<file path="config.mk">
export PLATFORM = sky130hd
export DESIGN_NAME = sqv_emit
export DESIGN_NICKNAME = d
export VERILOG_FILES = /design/src/sqv_pkg.sv /design/src/sqv_emit.sv
export SDC_FILE = /design/constraint.sdc
export NUM_CORES = 1
export LEC_CHECK = 0
export BUFFER_PORTS_ARGS = -buffer_cell sky130_fd_sc_hd__buf_4
export CAP_MARGIN = 0
export CORE_AREA = 2 2 168 170
export DETAILED_ROUTE_END_ITERATION = 6
export DIE_AREA = 0 0 170 172
export PLACE_DENSITY = 0.63
export SYNTH_ARGS = -nofsm -noshare
export SYNTH_HDL_FRONTEND = slang
export SYNTH_SLANG_ARGS = --single-unit
</file>
<file path="constraint.sdc">
create_clock -name clk_i -period 8.5 [get_ports clk_i]
set_clock_uncertainty 0.05 [all_clocks]
set_input_delay 0.425 -clock clk_i [delete_from_list [all_inputs] [get_ports clk_i]]
set_output_delay 0.425 -clock clk_i [all_outputs]
set_load 0.005 [all_outputs]
</file>
<file path="src/sqv_pkg.sv">
package sqv_pkg;

  localparam int unsigned COORD_WIDTH_DEF = 20;
  localparam int unsigned SCALE_FRAC_DEF  = 12;

  localparam int unsigned WIDE_W = 40;
  localparam int unsigned TW_W   = 34;
  localparam int unsigned PROD_W = TW_W + 17;
  localparam int unsigned SUM_W  = PROD_W + 2;

  localparam int unsigned CFG_IDX_W = 3;
  localparam int unsigned NUM_TEX   = 4;

  localparam logic signed [15:0] ANGLE_MIN    = 16'sd7;
  localparam logic [14:0]        FULL_TURN    = 15'd23040;
  localparam logic [14:0]        QUARTER_1    = 15'd5760;
  localparam logic [14:0]        QUARTER_2    = 15'd11520;
  localparam logic [14:0]        QUARTER_3    = 15'd17280;
  localparam logic [12:0]        QUARTER_TURN = 13'd5760;
  localparam logic [18:0]        RAD_PER_UNIT = 19'd292818;
  localparam logic [30:0]        ONE_Q30      = 31'h4000_0000;
  localparam logic [16:0]        Q15_ONE      = 17'd32768;

  localparam int unsigned SIN_ROUNDS = 4;
  localparam int unsigned SIN_LAT    = 2 + 3 * SIN_ROUNDS + 2;
  localparam int unsigned SIN_DIV [SIN_ROUNDS] = '{72, 42, 20, 6};
  localparam logic [31:0] SIN_RECIP [SIN_ROUNDS] = '{
    32'((64'd1 << 32) / 72), 32'((64'd1 << 32) / 42),
    32'((64'd1 << 32) / 20), 32'((64'd1 << 32) / 6)
  };

  localparam logic [2:0] LAST_VTX = 3'd5;

  typedef enum logic [CFG_IDX_W-1:0] {
    CFG_TEX_TL = 3'd0,
    CFG_TEX_TR = 3'd1,
    CFG_TEX_BL = 3'd2,
    CFG_TEX_BR = 3'd3
  } cfg_idx_e;

  typedef enum logic [1:0] {
    CORNER_TL = 2'd0,
    CORNER_TR = 2'd1,
    CORNER_BL = 2'd2,
    CORNER_BR = 2'd3
  } corner_e;

  typedef enum logic [1:0] {
    QUAD_I   = 2'd0,
    QUAD_II  = 2'd1,
    QUAD_III = 2'd2,
    QUAD_IV  = 2'd3
  } quad_e;

  typedef struct packed {
    logic                     locked;
    logic                     flip_x;
    logic                     flip_y;
    logic signed [WIDE_W-1:0] origin_x;
    logic signed [WIDE_W-1:0] origin_y;
    logic signed [WIDE_W-1:0] shift_x;
    logic signed [WIDE_W-1:0] shift_y;
    logic [15:0]              quad_width;
    logic [15:0]              quad_height;
    logic [15:0]              zoom;
    logic [15:0]              turn_angle;
    logic [31:0]              tint;
  } in_t;

  typedef struct packed {
    logic                     rot;
    logic                     swap_x;
    logic                     swap_y;
    quad_e                    quad;
    logic signed [TW_W-1:0]   tw;
    logic signed [TW_W-1:0]   th;
    logic signed [WIDE_W-1:0] ox;
    logic signed [WIDE_W-1:0] oy;
    logic [3:0][WIDE_W-1:0]   bx;
    logic [3:0][WIDE_W-1:0]   by;
    logic [31:0]              tint;
  } ctx_t;

  typedef struct packed {
    logic [30:0] x;
    logic [31:0] x2;
    logic [31:0] v;
    logic [31:0] q;
    logic [30:0] a;
  } sin_st_t;

  function automatic logic signed [63:0] rnd_shift(input logic signed [63:0] v,
                                                   input int unsigned s);
    logic [63:0] m;
    m = v[63] ? 64'(-v) : 64'(v);
    m = (m + (64'd1 << (s - 1))) >> s;
    return v[63] ? -$signed(m) : $signed(m);
  endfunction

  function automatic corner_e vertex_corner(input logic [2:0] k);
    corner_e c;
    case (k)
      3'd0:    c = CORNER_TL;
      3'd1:    c = CORNER_BL;
      3'd2:    c = CORNER_BR;
      3'd3:    c = CORNER_TL;
      3'd4:    c = CORNER_TR;
      default: c = CORNER_BR;
    endcase
    return c;
  endfunction

endpackage

</file>
<file path="src/sqv_emit.sv">
module sqv_emit #(
  parameter int unsigned COORD_WIDTH = sqv_pkg::COORD_WIDTH_DEF,
  parameter int unsigned OUT_W       = ((2 * COORD_WIDTH + 64 + 7) / 8) * 8
) (
  input  logic                        clk_i,
  input  logic                        rst_ni,
  input  logic                        valid_i,
  output logic                        take_o,
  input  logic [3:0][COORD_WIDTH-1:0] cx_i,
  input  logic [3:0][COORD_WIDTH-1:0] cy_i,
  input  logic [1:0]                  swap_i,
  input  logic [31:0]                 tint_i,
  input  logic [3:0][31:0]            tex_i,
  output logic                        m_axis_tvalid_o,
  input  logic                        m_axis_tready_i,
  output logic [OUT_W-1:0]            m_axis_tdata_o,
  output logic                        m_axis_tlast_o
);

  logic                        busy_q;
  logic [2:0]                  k_q;
  logic [3:0][COORD_WIDTH-1:0] cx_q, cy_q;
  logic [1:0]                  swap_q;
  logic [31:0]                 tint_q;
  logic                        last;
  sqv_pkg::corner_e            c;
  logic [1:0]                  ti;

  assign last   = (k_q == sqv_pkg::LAST_VTX);
  assign take_o = valid_i && (!busy_q || (m_axis_tready_i && last));

  always_ff @(posedge clk_i or negedge rst_ni) begin
    if (!rst_ni) begin
      busy_q <= 1'b0;
      k_q    <= '0;
    end else if (take_o) begin
      busy_q <= 1'b1;
      k_q    <= '0;
    end else if (busy_q && m_axis_tready_i) begin
      if (last) begin
        busy_q <= 1'b0;
      end else begin
        k_q <= k_q + 3'd1;
      end
    end
  end

  always_ff @(posedge clk_i) begin
    if (take_o) begin
      cx_q   <= cx_i;
      cy_q   <= cy_i;
      swap_q <= swap_i;
      tint_q <= tint_i;
    end
  end

  always_comb begin
    c  = sqv_pkg::vertex_corner(k_q);
    ti = c ^ swap_q;
    m_axis_tdata_o = '0;
    m_axis_tdata_o[0 +: COORD_WIDTH]             = cx_q[c];
    m_axis_tdata_o[COORD_WIDTH +: COORD_WIDTH]   = cy_q[c];
    m_axis_tdata_o[2*COORD_WIDTH +: 32]          = tint_q;
    m_axis_tdata_o[2*COORD_WIDTH + 32 +: 16]     = tex_i[ti][31:16];
    m_axis_tdata_o[2*COORD_WIDTH + 48 +: 16]     = tex_i[ti][15:0];
  end

  assign m_axis_tvalid_o = busy_q;
  assign m_axis_tlast_o  = last;

endmodule
</file>
==> flow_metrics.env <==
export IMPL_rows=61
export IMPL_clk_pin_slew_ns=0.08
export IMPL_avgViaCountPerCell=5.37
export IMPL_pin_count=433
export IMPL_cts_sinks=198
export IMPL_globalRouteOverflowTotal=0
export IMPL_syn_inst=696
export IMPL_cap_violations=0
export IMPL_power_leakage_uw=0.00510
export IMPL_design_core_area_um2=27500
export IMPL_die_width_um=170
export IMPL_start_util_pct=34.8
export IMPL_seqCellArea_um2=5940
export IMPL_post_place_cells=1412
export IMPL_syn_area_um2=9560
export IMPL_area_growth_pct=42.6
export IMPL_end_kind="primary output"
export IMPL_finalSetupViolCount=0
export IMPL_rsz0062_at_grt="false"
export IMPL_port_buffers=432
export IMPL_min_from="cy_i[22]"
export IMPL_synth_seq_cells=198
export IMPL_die_h_um=172
export IMPL_timing_rr_start="k_q[1]"
export IMPL_grt_max_degree=85
export IMPL_final_hold_viol_count=0
export IMPL_period_share_pct=59.0
export IMPL_holdWs_ns=0.105
export IMPL_drv_slew=0
export IMPL_synth_seq_area_share_pct=62.0
export IMPL_dpl_cell_area_um2=13100
export IMPL_fin_cells=1453
export IMPL_yosys_warnings=0
export IMPL_drt_iter0_markers=431
export IMPL_cp_data_arrival_time_ns=4.54
export IMPL_cp_startpoint="k_q[1]"
export IMPL_clock_latency_ns=0.43
export IMPL_nNetsFinal=1415
export IMPL_dieArea_um2=29200
export IMPL_hold_class="input pin to flop"
export IMPL_cp_start_kind="flop"
export IMPL_grt_pass1_wl_um=45700
export IMPL_tightest_slew_ns=1.08
export IMPL_dr_total_vias=7797
export IMPL_final_area_um2=13600
export IMPL_postSynthAreaPerCell_um2=13.7
export IMPL_vdd_drop_max_v=0.000240
export IMPL_synth_cell_types=31
export IMPL_cts_tree="built"
export IMPL_wl_per_cell_um=21.9
export IMPL_finalPower_uw=4320
export IMPL_ant_nets=0
export IMPL_drive_gt1_share_pct=46.8
export IMPL_fin_crit_ns=5.01
export IMPL_multi_input_area_um2=3380
export IMPL_syn_nets=1025
export IMPL_fillers=2463
export IMPL_timing_fmax_ghz=0.199
export IMPL_grt_pass1_vias=7799
export IMPL_cts_htree_levels=4
export IMPL_power_density_nw_per_um2=317
export IMPL_antenna_found_initial=10
export IMPL_root_buffer="clkbuf_16"
export IMPL_gp_congestion=0.929
export IMPL_critPathKind="flop to primary output"
export IMPL_cts_path_max_buffers=2
export IMPL_cts_buffers=17
export IMPL_tns_ns=0
export IMPL_wl_um=31800
export IMPL_dr_pass1_iters=5
export IMPL_status="finished, final reports clean"
export IMPL_grt_usage_pct=21.2
export IMPL_maxSlewHeadroom_pct=27.7
export IMPL_crit_fanout=83
export IMPL_dp_hpwl_um=22500
export IMPL_required_ns=8.03
export IMPL_drc=0
cell usage in the layout (no fill, tap or decap), types with 8 or more instances in the layout:
cell type / count
a21oi_1: 121
a221oi_1: 39
buf_4: 439
clkbuf_16: 17
diode_2: 8
edfxtp_1: 194
mux4_2: 31
nor2b_1: 40
nor3b_1: 40
o21a_1: 40
o21ai_0: 43
o22a_1: 40
per-layer routing:
layer	track usage [%]	vias to the layer above	routed length, µm
li1	-	3584	-
met1	23.1	3719	11400
met2	35.4	413	15700
met3	7.99	75	3170
met4	12.7	6	1470
met5	0	-	46
timing repair:
| item | CTS | global route |
|---|---|---|
| hold buffers | 1 | 0 |
| setup endpoints to repair | 0 | 0 |
| buffers inserted | 0 | 0 |
| gates resized for setup | 0 | 0 |
| endpoints found under the hold margin | 4 | 0 |
worst max-delay path, stage by stage, from the launching register on:
cell      delay, ns
dfrtp_4        1.00
inv_1          0.37
ha_4           0.27
nand2b_2       0.68
nand3_1        0.33
xor2_4         0.85
mux4_2         0.43
buf_4          0.15
area by class of cell:
class | count | share of cell area [%]
antenna | 8 | 0.147
clock buffer | 17 | 3.12
clock inverter | 15 | 0.872
inverter | 3 | 0.0826
multi-input combinational | 426 | 24.8
sequential | 198 | 43.6
tap | 346 | 3.18
timing repair buffer | 440 | 24.3
cells in the mapped netlist, drive strengths merged:
cell type / count / share of area [%]
xnor2: 1 / 0.29
nand2: 7 / 0.30
and2: 1 / 0.065
nand2b: 4 / 0.34
a22o: 2 / 0.18
nand3: 6 / 0.31
edfxtp: 194 / 61
o221ai: 1 / 0.092
o21ai: 44 / 2.3
a32oi: 1 / 0.092
mux4: 32 / 7.6
buf: 30 / 1.7
dfrtp: 4 / 1.0
a221oi: 39 / 3.6
nor3b: 40 / 3.1
o21a: 40 / 3.1
ha: 3 / 0.39
o22a: 40 / 3.7
nor2: 2 / 0.079
inv: 3 / 0.12
a21oi: 121 / 6.3
nor2b: 40 / 2.6
o2bb2ai: 1 / 0.092
clkbuf: 39 / 1.5
xor2: 1 / 0.092
stage by stage:
stage	util (%)	worst slack, ns
floorplan	-	1.89
global placement	47.5	3.99
detailed placement	47.5	3.94
finish	49.6	3.49
CTS	49.5	3.44
global route	49.6	3.12
state kept, by name, indices dropped and copies added, names as in the netlist:
| signal | count |
|---|---|
| k_q | 3 |
| swap_q | 2 |
| cx_q | 80 |
| m_axis_tvalid_o | 1 |
| tint_q | 32 |
| cy_q | 80 |
where the power goes:
group          leakage [µW]  switching (µW)  internal, µW
registers           0.00179             156          1160
clock network      0.000260             391           382
logic               0.00305            1060          1170
total               0.00510            1610          2710
path summary, 6_finish.rpt:
kind | endpoint | slack (ns) | cells past startpoint
setup / recovery | m_axis_tdata_o[85] | 3.49 | 7
hold / removal | cy_q[22] | 0.11 | 1
setup reg to reg | cy_q[71] | 4.87 | 6
hold reg to reg | m_axis_tvalid_o | 0.61 | 2
max in group asynchronous | k_q[2] | 7.98 | 2
min in group asynchronous | k_q[1] | 0.30 | 2
cell families after synthesis:
| family | Yosys count | share of synthesized area, % |
|---|---|---|
| buffers and inverters | 72 | 3.31 |
| flip-flops | 198 | 62.0 |
| adder cells (fa/ha/maj) | 3 | 0.393 |
| XOR/XNOR | 2 | 0.380 |
| multiplexers | 32 | 7.58 |
| AO/OA/AOI/OAI | 289 | 19.5 |
| AND/OR/NAND/NOR | 100 | 6.86 |
Power figures use the tool's default switching activity.
