--- src/sqv_pkg.sv ---
package sqv_pkg;

  localparam int unsigned COORD_WIDTH_DEF = 20;
  localparam int unsigned SCALE_FRAC_DEF  = 12;

  localparam int unsigned WIDE_W = 40;
  localparam int unsigned TW_W   = 34;
  localparam int unsigned PROD_W = TW_W + 17;
  localparam int unsigned SUM_W  = PROD_W + 2;

  localparam int unsigned CFG_IDX_W = 3;
  localparam int unsigned NUM_TEX   = 4;

  localparam logic signed [15:0] ANGLE_MIN    = 16'sd7;
  localparam logic [14:0]        FULL_TURN    = 15'd23040;
  localparam logic [14:0]        QUARTER_1    = 15'd5760;
  localparam logic [14:0]        QUARTER_2    = 15'd11520;
  localparam logic [14:0]        QUARTER_3    = 15'd17280;
  localparam logic [12:0]        QUARTER_TURN = 13'd5760;
  localparam logic [18:0]        RAD_PER_UNIT = 19'd292818;
  localparam logic [30:0]        ONE_Q30      = 31'h4000_0000;
  localparam logic [16:0]        Q15_ONE      = 17'd32768;

  localparam int unsigned SIN_ROUNDS = 4;
  localparam int unsigned SIN_LAT    = 2 + 3 * SIN_ROUNDS + 2;
  localparam int unsigned SIN_DIV [SIN_ROUNDS] = '{72, 42, 20, 6};
  localparam logic [31:0] SIN_RECIP [SIN_ROUNDS] = '{
    32'((64'd1 << 32) / 72), 32'((64'd1 << 32) / 42),
    32'((64'd1 << 32) / 20), 32'((64'd1 << 32) / 6)
  };

  localparam logic [2:0] LAST_VTX = 3'd5;

  typedef enum logic [CFG_IDX_W-1:0] {
    CFG_TEX_TL = 3'd0,
    CFG_TEX_TR = 3'd1,
    CFG_TEX_BL = 3'd2,
    CFG_TEX_BR = 3'd3
  } cfg_idx_e;

  typedef enum logic [1:0] {
    CORNER_TL = 2'd0,
    CORNER_TR = 2'd1,
    CORNER_BL = 2'd2,
    CORNER_BR = 2'd3
  } corner_e;

  typedef enum logic [1:0] {
    QUAD_I   = 2'd0,
    QUAD_II  = 2'd1,
    QUAD_III = 2'd2,
    QUAD_IV  = 2'd3
  } quad_e;

  typedef struct packed {
    logic                     locked;
    logic                     flip_x;
    logic                     flip_y;
    logic signed [WIDE_W-1:0] origin_x;
    logic signed [WIDE_W-1:0] origin_y;
    logic signed [WIDE_W-1:0] shift_x;
    logic signed [WIDE_W-1:0] shift_y;
    logic [15:0]              quad_width;
    logic [15:0]              quad_height;
    logic [15:0]              zoom;
    logic [15:0]              turn_angle;
    logic [31:0]              tint;
  } in_t;

  typedef struct packed {
    logic                     rot;
    logic                     swap_x;
    logic                     swap_y;
    quad_e                    quad;
    logic signed [TW_W-1:0]   tw;
    logic signed [TW_W-1:0]   th;
    logic signed [WIDE_W-1:0] ox;
    logic signed [WIDE_W-1:0] oy;
    logic [3:0][WIDE_W-1:0]   bx;
    logic [3:0][WIDE_W-1:0]   by;
    logic [31:0]              tint;
  } ctx_t;

  typedef struct packed {
    logic [30:0] x;
    logic [31:0] x2;
    logic [31:0] v;
    logic [31:0] q;
    logic [30:0] a;
  } sin_st_t;

  function automatic logic signed [63:0] rnd_shift(input logic signed [63:0] v,
                                                   input int unsigned s);
    logic [63:0] m;
    m = v[63] ? 64'(-v) : 64'(v);
    m = (m + (64'd1 << (s - 1))) >> s;
    return v[63] ? -$signed(m) : $signed(m);
  endfunction

  function automatic corner_e vertex_corner(input logic [2:0] k);
    corner_e c;
    case (k)
      3'd0:    c = CORNER_TL;
      3'd1:    c = CORNER_BL;
      3'd2:    c = CORNER_BR;
      3'd3:    c = CORNER_TL;
      3'd4:    c = CORNER_TR;
      default: c = CORNER_BR;
    endcase
    return c;
  endfunction

endpackage

--- src/sqv_front.sv ---
module sqv_front #(
  parameter int unsigned SCALE_FRAC_BITS = sqv_pkg::SCALE_FRAC_DEF
) (
  input  logic              clk_i,
  input  logic              en_i,
  input  sqv_pkg::in_t      in_i,
  output sqv_pkg::ctx_t     ctx_o,
  output logic [12:0]       t_o,
  output logic [12:0]       tc_o
);

  localparam int unsigned WW = sqv_pkg::WIDE_W;

  logic [31:0]                    tw_m, th_m;
  logic                           sx_e, sy_e;
  logic signed [sqv_pkg::TW_W-1:0] tw_d, th_d, tw_q, th_q;
  logic                           rot_d, rot_q, lk_q, sx_q, sy_q;
  logic [14:0]                    r_d, r_q;
  logic signed [WW-1:0]           mx, my, wx, hy;
  logic signed [WW-1:0]           el_d, er_d, et_d, eb_d, el_q, er_q, et_q, eb_q;
  logic signed [WW-1:0]           ox_q, oy_q;
  logic [31:0]                    tint_q;

  always_comb begin
    tw_m  = 32'(in_i.quad_width) * 32'(in_i.zoom);
    th_m  = 32'(in_i.quad_height) * 32'(in_i.zoom);
    sx_e  = in_i.flip_x & ~in_i.locked;
    sy_e  = in_i.flip_y & ~in_i.locked;
    tw_d  = sx_e ? -$signed({2'b00, tw_m}) : $signed({2'b00, tw_m});
    th_d  = sy_e ? -$signed({2'b00, th_m}) : $signed({2'b00, th_m});
    rot_d = ~in_i.locked && ($signed(in_i.turn_angle) >= sqv_pkg::ANGLE_MIN);
    r_d   = (in_i.turn_angle[14:0] >= sqv_pkg::FULL_TURN) ?
            in_i.turn_angle[14:0] - sqv_pkg::FULL_TURN : in_i.turn_angle[14:0];
    mx    = (in_i.origin_x + in_i.shift_x) <<< 1;
    my    = (in_i.origin_y + in_i.shift_y) <<< 1;
    wx    = $signed({{(WW-16){1'b0}}, in_i.quad_width});
    hy    = $signed({{(WW-16){1'b0}}, in_i.quad_height});
    el_d  = WW'(sqv_pkg::rnd_shift(64'(mx - wx), 5) <<< 4);
    er_d  = WW'(sqv_pkg::rnd_shift(64'(mx + wx), 5) <<< 4);
    et_d  = WW'(sqv_pkg::rnd_shift(64'(my - hy), 5) <<< 4);
    eb_d  = WW'(sqv_pkg::rnd_shift(64'(my + hy), 5) <<< 4);
  end

  always_ff @(posedge clk_i) begin
    if (en_i) begin
      tw_q   <= tw_d;
      th_q   <= th_d;
      rot_q  <= rot_d;
      r_q    <= r_d;
      lk_q   <= in_i.locked;
      sx_q   <= sx_e;
      sy_q   <= sy_e;
      ox_q   <= in_i.origin_x;
      oy_q   <= in_i.origin_y;
      tint_q <= in_i.tint;
      el_q   <= el_d;
      er_q   <= er_d;
      et_q   <= et_d;
      eb_q   <= eb_d;
    end
  end

  sqv_pkg::quad_e       quad;
  logic [14:0]          t_w;
  logic [12:0]          t_d;
  logic signed [WW-1:0] dx, dy;
  sqv_pkg::ctx_t        ctx_d;

  always_comb begin
    if (r_q >= sqv_pkg::QUARTER_3) begin
      quad = sqv_pkg::QUAD_IV;
      t_w  = r_q - sqv_pkg::QUARTER_3;
    end else if (r_q >= sqv_pkg::QUARTER_2) begin
      quad = sqv_pkg::QUAD_III;
      t_w  = r_q - sqv_pkg::QUARTER_2;
    end else if (r_q >= sqv_pkg::QUARTER_1) begin
      quad = sqv_pkg::QUAD_II;
      t_w  = r_q - sqv_pkg::QUARTER_1;
    end else begin
      quad = sqv_pkg::QUAD_I;
      t_w  = r_q;
    end
    t_d = t_w[12:0];
    dx  = WW'(sqv_pkg::rnd_shift(64'(tw_q), SCALE_FRAC_BITS));
    dy  = WW'(sqv_pkg::rnd_shift(64'(th_q), SCALE_FRAC_BITS));

    ctx_d        = '0;
    ctx_d.rot    = rot_q;
    ctx_d.swap_x = sx_q;
    ctx_d.swap_y = sy_q;
    ctx_d.quad   = quad;
    ctx_d.tw     = tw_q;
    ctx_d.th     = th_q;
    ctx_d.ox     = ox_q;
    ctx_d.oy     = oy_q;
    ctx_d.tint   = tint_q;
    if (lk_q) begin
      ctx_d.bx = {er_q, el_q, er_q, el_q};
      ctx_d.by = {eb_q, eb_q, et_q, et_q};
    end else begin
      ctx_d.bx = {ox_q + dx, ox_q, ox_q + dx, ox_q};
      ctx_d.by = {oy_q + dy, oy_q + dy, oy_q, oy_q};
    end
  end

  always_ff @(posedge clk_i) begin
    if (en_i) begin
      ctx_o <= ctx_d;
      t_o   <= t_d;
      tc_o  <= sqv_pkg::QUARTER_TURN - t_d;
    end
  end

endmodule

--- config.mk ---
export PLATFORM = sky130hd
export DESIGN_NAME = sqv_front
export DESIGN_NICKNAME = d
export VERILOG_FILES = /design/src/sqv_pkg.sv /design/src/sqv_front.sv
export SDC_FILE = /design/constraint.sdc
export NUM_CORES = 2
export LEC_CHECK = 0
export ABC_CLOCK_PERIOD_IN_PS = 25400
export BUFFER_PORTS_ARGS = -buffer_cell sky130_fd_sc_hd__buf_2
export CORE_ASPECT_RATIO = 0.7
export CORE_UTILIZATION = 44
export CTS_BUF_LIST = sky130_fd_sc_hd__clkbuf_8
export CTS_CLUSTER_SIZE = 30
export DETAILED_ROUTE_END_ITERATION = 12
export HOLD_SLACK_MARGIN = 0.1
export PLACE_DENSITY = 0.69
export REMOVE_ABC_BUFFERS = 1
export SETUP_SLACK_MARGIN = 0.3
export SLEW_MARGIN = 20
export SYNTH_ARGS = -nofsm -noshare
export SYNTH_HDL_FRONTEND = slang
export SYNTH_SLANG_ARGS = --single-unit
--- constraint.sdc ---
create_clock -name clk_i -period 25.4 [get_ports clk_i]
set_clock_uncertainty 0.15 [all_clocks]
set_input_delay 3.81 -clock clk_i [delete_from_list [all_inputs] [get_ports clk_i]]
set_output_delay 3.81 -clock clk_i [all_outputs]
set_load 0.01 [all_outputs]
==> impl_metrics.ini <==
[setup_path]
rr_worst_depth = 31
regToRegSetupSlack_ns = 15.03
timing.rr.end = ctx_o[191]
endpoint_kind = flop
arrival_ns = 13.98
crit_cells = 36
start_kind = primary input
cp_num_buf_inv = 4
crit_path_max_incr_delay_ns = 0.70
crit_start = in_i[138]
crit_type = in -> reg
slowest_stage = nor4_1
critPathMaxFanout = 40
critPathRequiredTime_ns = 25.88
rr_startpoint = th_q[4]
critPathTopFamily = simple AND/OR/NAND/NOR gates

[yosys]
avgSynthCellArea_um2 = 9.07
synth_edf_count = 713
synth_ff_type = edfxtp_1
yosysWarnings = 0
synth_area_mm2 = 0.0761
ys_types = 122
ys_top_cells_by_area = edfxtp_1 28%, fa_1 10%, xnor2_1 7.6%
synth_top_area_share_pct = 28.1
synth_cells = 8383
yosys_register_bits = 713
synth-seq-area-share_pct = 28.1
yosysTopAreaCell = edfxtp_1
async_flop_share_pct = 0

[global_routing]
grt_pass1_vias = 63200
top_usage_layer = met2
track_usage_pct = 28.5
grtUsageMet1_pct = 40.8
grt_pass1_wl_um = 385000
antenna_found_initial = 35
grt_max_degree = 113
met2_usage_pct = 43.2
use_met3_pct = 5.86
grt.overflow.total = 0

[drt]
vias = 66900
drt-initial-drc-count = 7010
drt-total-wl_um = 257000
route.detailed.drc = 0
post_drt_via_cell_ratio = 5.95
ant_nets = 0
wl_per_cell_um = 22.8
dr.pass1.iters = 6

[clock_tree]
cts_resized = 0
cts_tree = built
cts_htree_levels = 3
postCtsSetupBuffers = 0
clock_latency_ns = 0.91
clockRootBuffer = clkbuf_8
numCtsBuffers = 113
clockBufferDepth = 3
numClockSinks = 713
path_clk_slew_ns = 0.07
hold_buffers = 0

[floorplanning]
floorplan.initialDensity_pct = 44.4
std_cell_rows = 127
io-pin-count = 792
die_area_mm2 = 0.175
coreArea_mm2 = 0.171
dieWidth_um = 499
die_height_um = 350

[timing]
fin_hold_ws_ns = 0.247
clock.fmax_mhz = 74.1
setup_tns_ns = 0
rsz0062_at_grt = false
min_period_ns = 13.50
drv_slew = 0
finalHoldViolations = 0
tightest_slew_ns = 1.14
setup_violations = 0
fin_crit_sh_pct = 53.2
slew_headroom_pct = 23.7

[run]
max-cap-violations = 0

[power]
cellPowerDensity_mw_per_mm2 = 122
max-vdd-ir-drop_uv = 174
leakagePower_uw = 0.0338

[placement]
gp_routability_congestion = 0.963
dp_hpwl_um = 203000
portBuffers = 789

[hold_path]
hp-class = reg -> reg
hp-start = tint_q[5]
hold_end = ctx_o[5]
whs_path_depth = 0

[cells_and_area]
final_cell_mix = 892 x nand2_1, 788 x buf_2, 713 x edfxtp_1
final_common_cell = nand2_1
fillerInstances = 16100
drive_above_1_share_pct = 14.7
areaGrowthSynthToFinish_pct = 9.64
multiInputGateArea_mm2 = 0.0499
nNetsFinal = 9990
register_area_mm2 = 0.0214

[outcome]
outcome = completed
==> worst max path at each step <==
stage | end | slack [ns]
2_1_floorplan | el_q[38] | 11.20
3_5_place_dp | er_q[39] | 11.10
4_1_cts | er_q[39] | 12.05
5_1_grt | er_q[36] | 11.17
6_report | er_q[39] | 11.90
3_3_place_gp | er_q[39] | 11.23
==> state kept, by name, indices dropped and copies added, names as in the netlist, 34 cells and up <==
register,count
tw_q,34
eb_q,36
er_q,36
ctx_o,345
et_q,36
oy_q,40
ox_q,40
el_q,36
th_q,34
==> through the flow <==
| step | instances | power (µW) | util, % | worst slack [ns] | area (µm²) |
|---|---|---|---|---|---|
| 2_1_floorplan | 7897 | 7070 | - | 11.20 | 73600 |
| 3_3_place_gp | 11000 | 8800 | 47.2 | 11.23 | 81000 |
| 3_5_place_dp | 11000 | 8950 | 47.3 | 11.10 | 81000 |
| 4_1_cts | 11200 | 10100 | 48.6 | 12.05 | 83300 |
| 5_1_grt | 11200 | 11000 | 48.6 | 11.17 | 83400 |
| 6_report | 11300 | 10100 | 48.6 | 11.90 | 83400 |
==> cells in the mapped netlist (all sizes together) (250+ instances only) <==
cell    number
nand2      892
edfxtp     713
xnor2      666
inv        620
nor2       533
ha         450
o21ai      399
fa         396
a21oi      376
xor2       262
clkbuf     255
nor3       250
==> power by group <==
group	internal, µW	switching, µW	leakage [µW]	total (µW)
Sequential	1850	241	0.00699	2090
Clock	519	535	0.00127	1050
Combinational	2770	4230	0.0255	7000
==> logic make-up (layout without fill, tap and decap cells) <==
family / Yosys count / count (layout) / synth area share [%]
compound gates: 1702 / 1702 / 15.1
xor+xnor: 930 / 930 / 10.8
fa+ha+maj: 848 / 848 / 17.9
buf+inv: 1106 / 1702 / 6.35
flops: 713 / 713 / 28.1
mux: 148 / 148 / 2.09
other cells: 0 / 18 / 0
simple gates: 2936 / 2936 / 19.7
==> routing by layer <==
metal | up-vias | share of wire (%)
met3 | 335 | 9.6
met1 | 32700 | 44
met5 | - | 0.040
met4 | 18 | 2.7
li1 | 30700 | -
met2 | 3146 | 43
==> area by class of cell <==
class                           instances  area share [%]
Multi-Input combinational cell       6564            59.8
Inverter                              620            2.79
Clock inverter                         98           0.926
Antenna cell                           18          0.0540
Tap cell                             2257            3.39
Clock buffer                          113            1.86
Timing Repair Buffer                  871            5.49
Sequential cell                       713            25.7
Power figures use the tool's default switching activity.
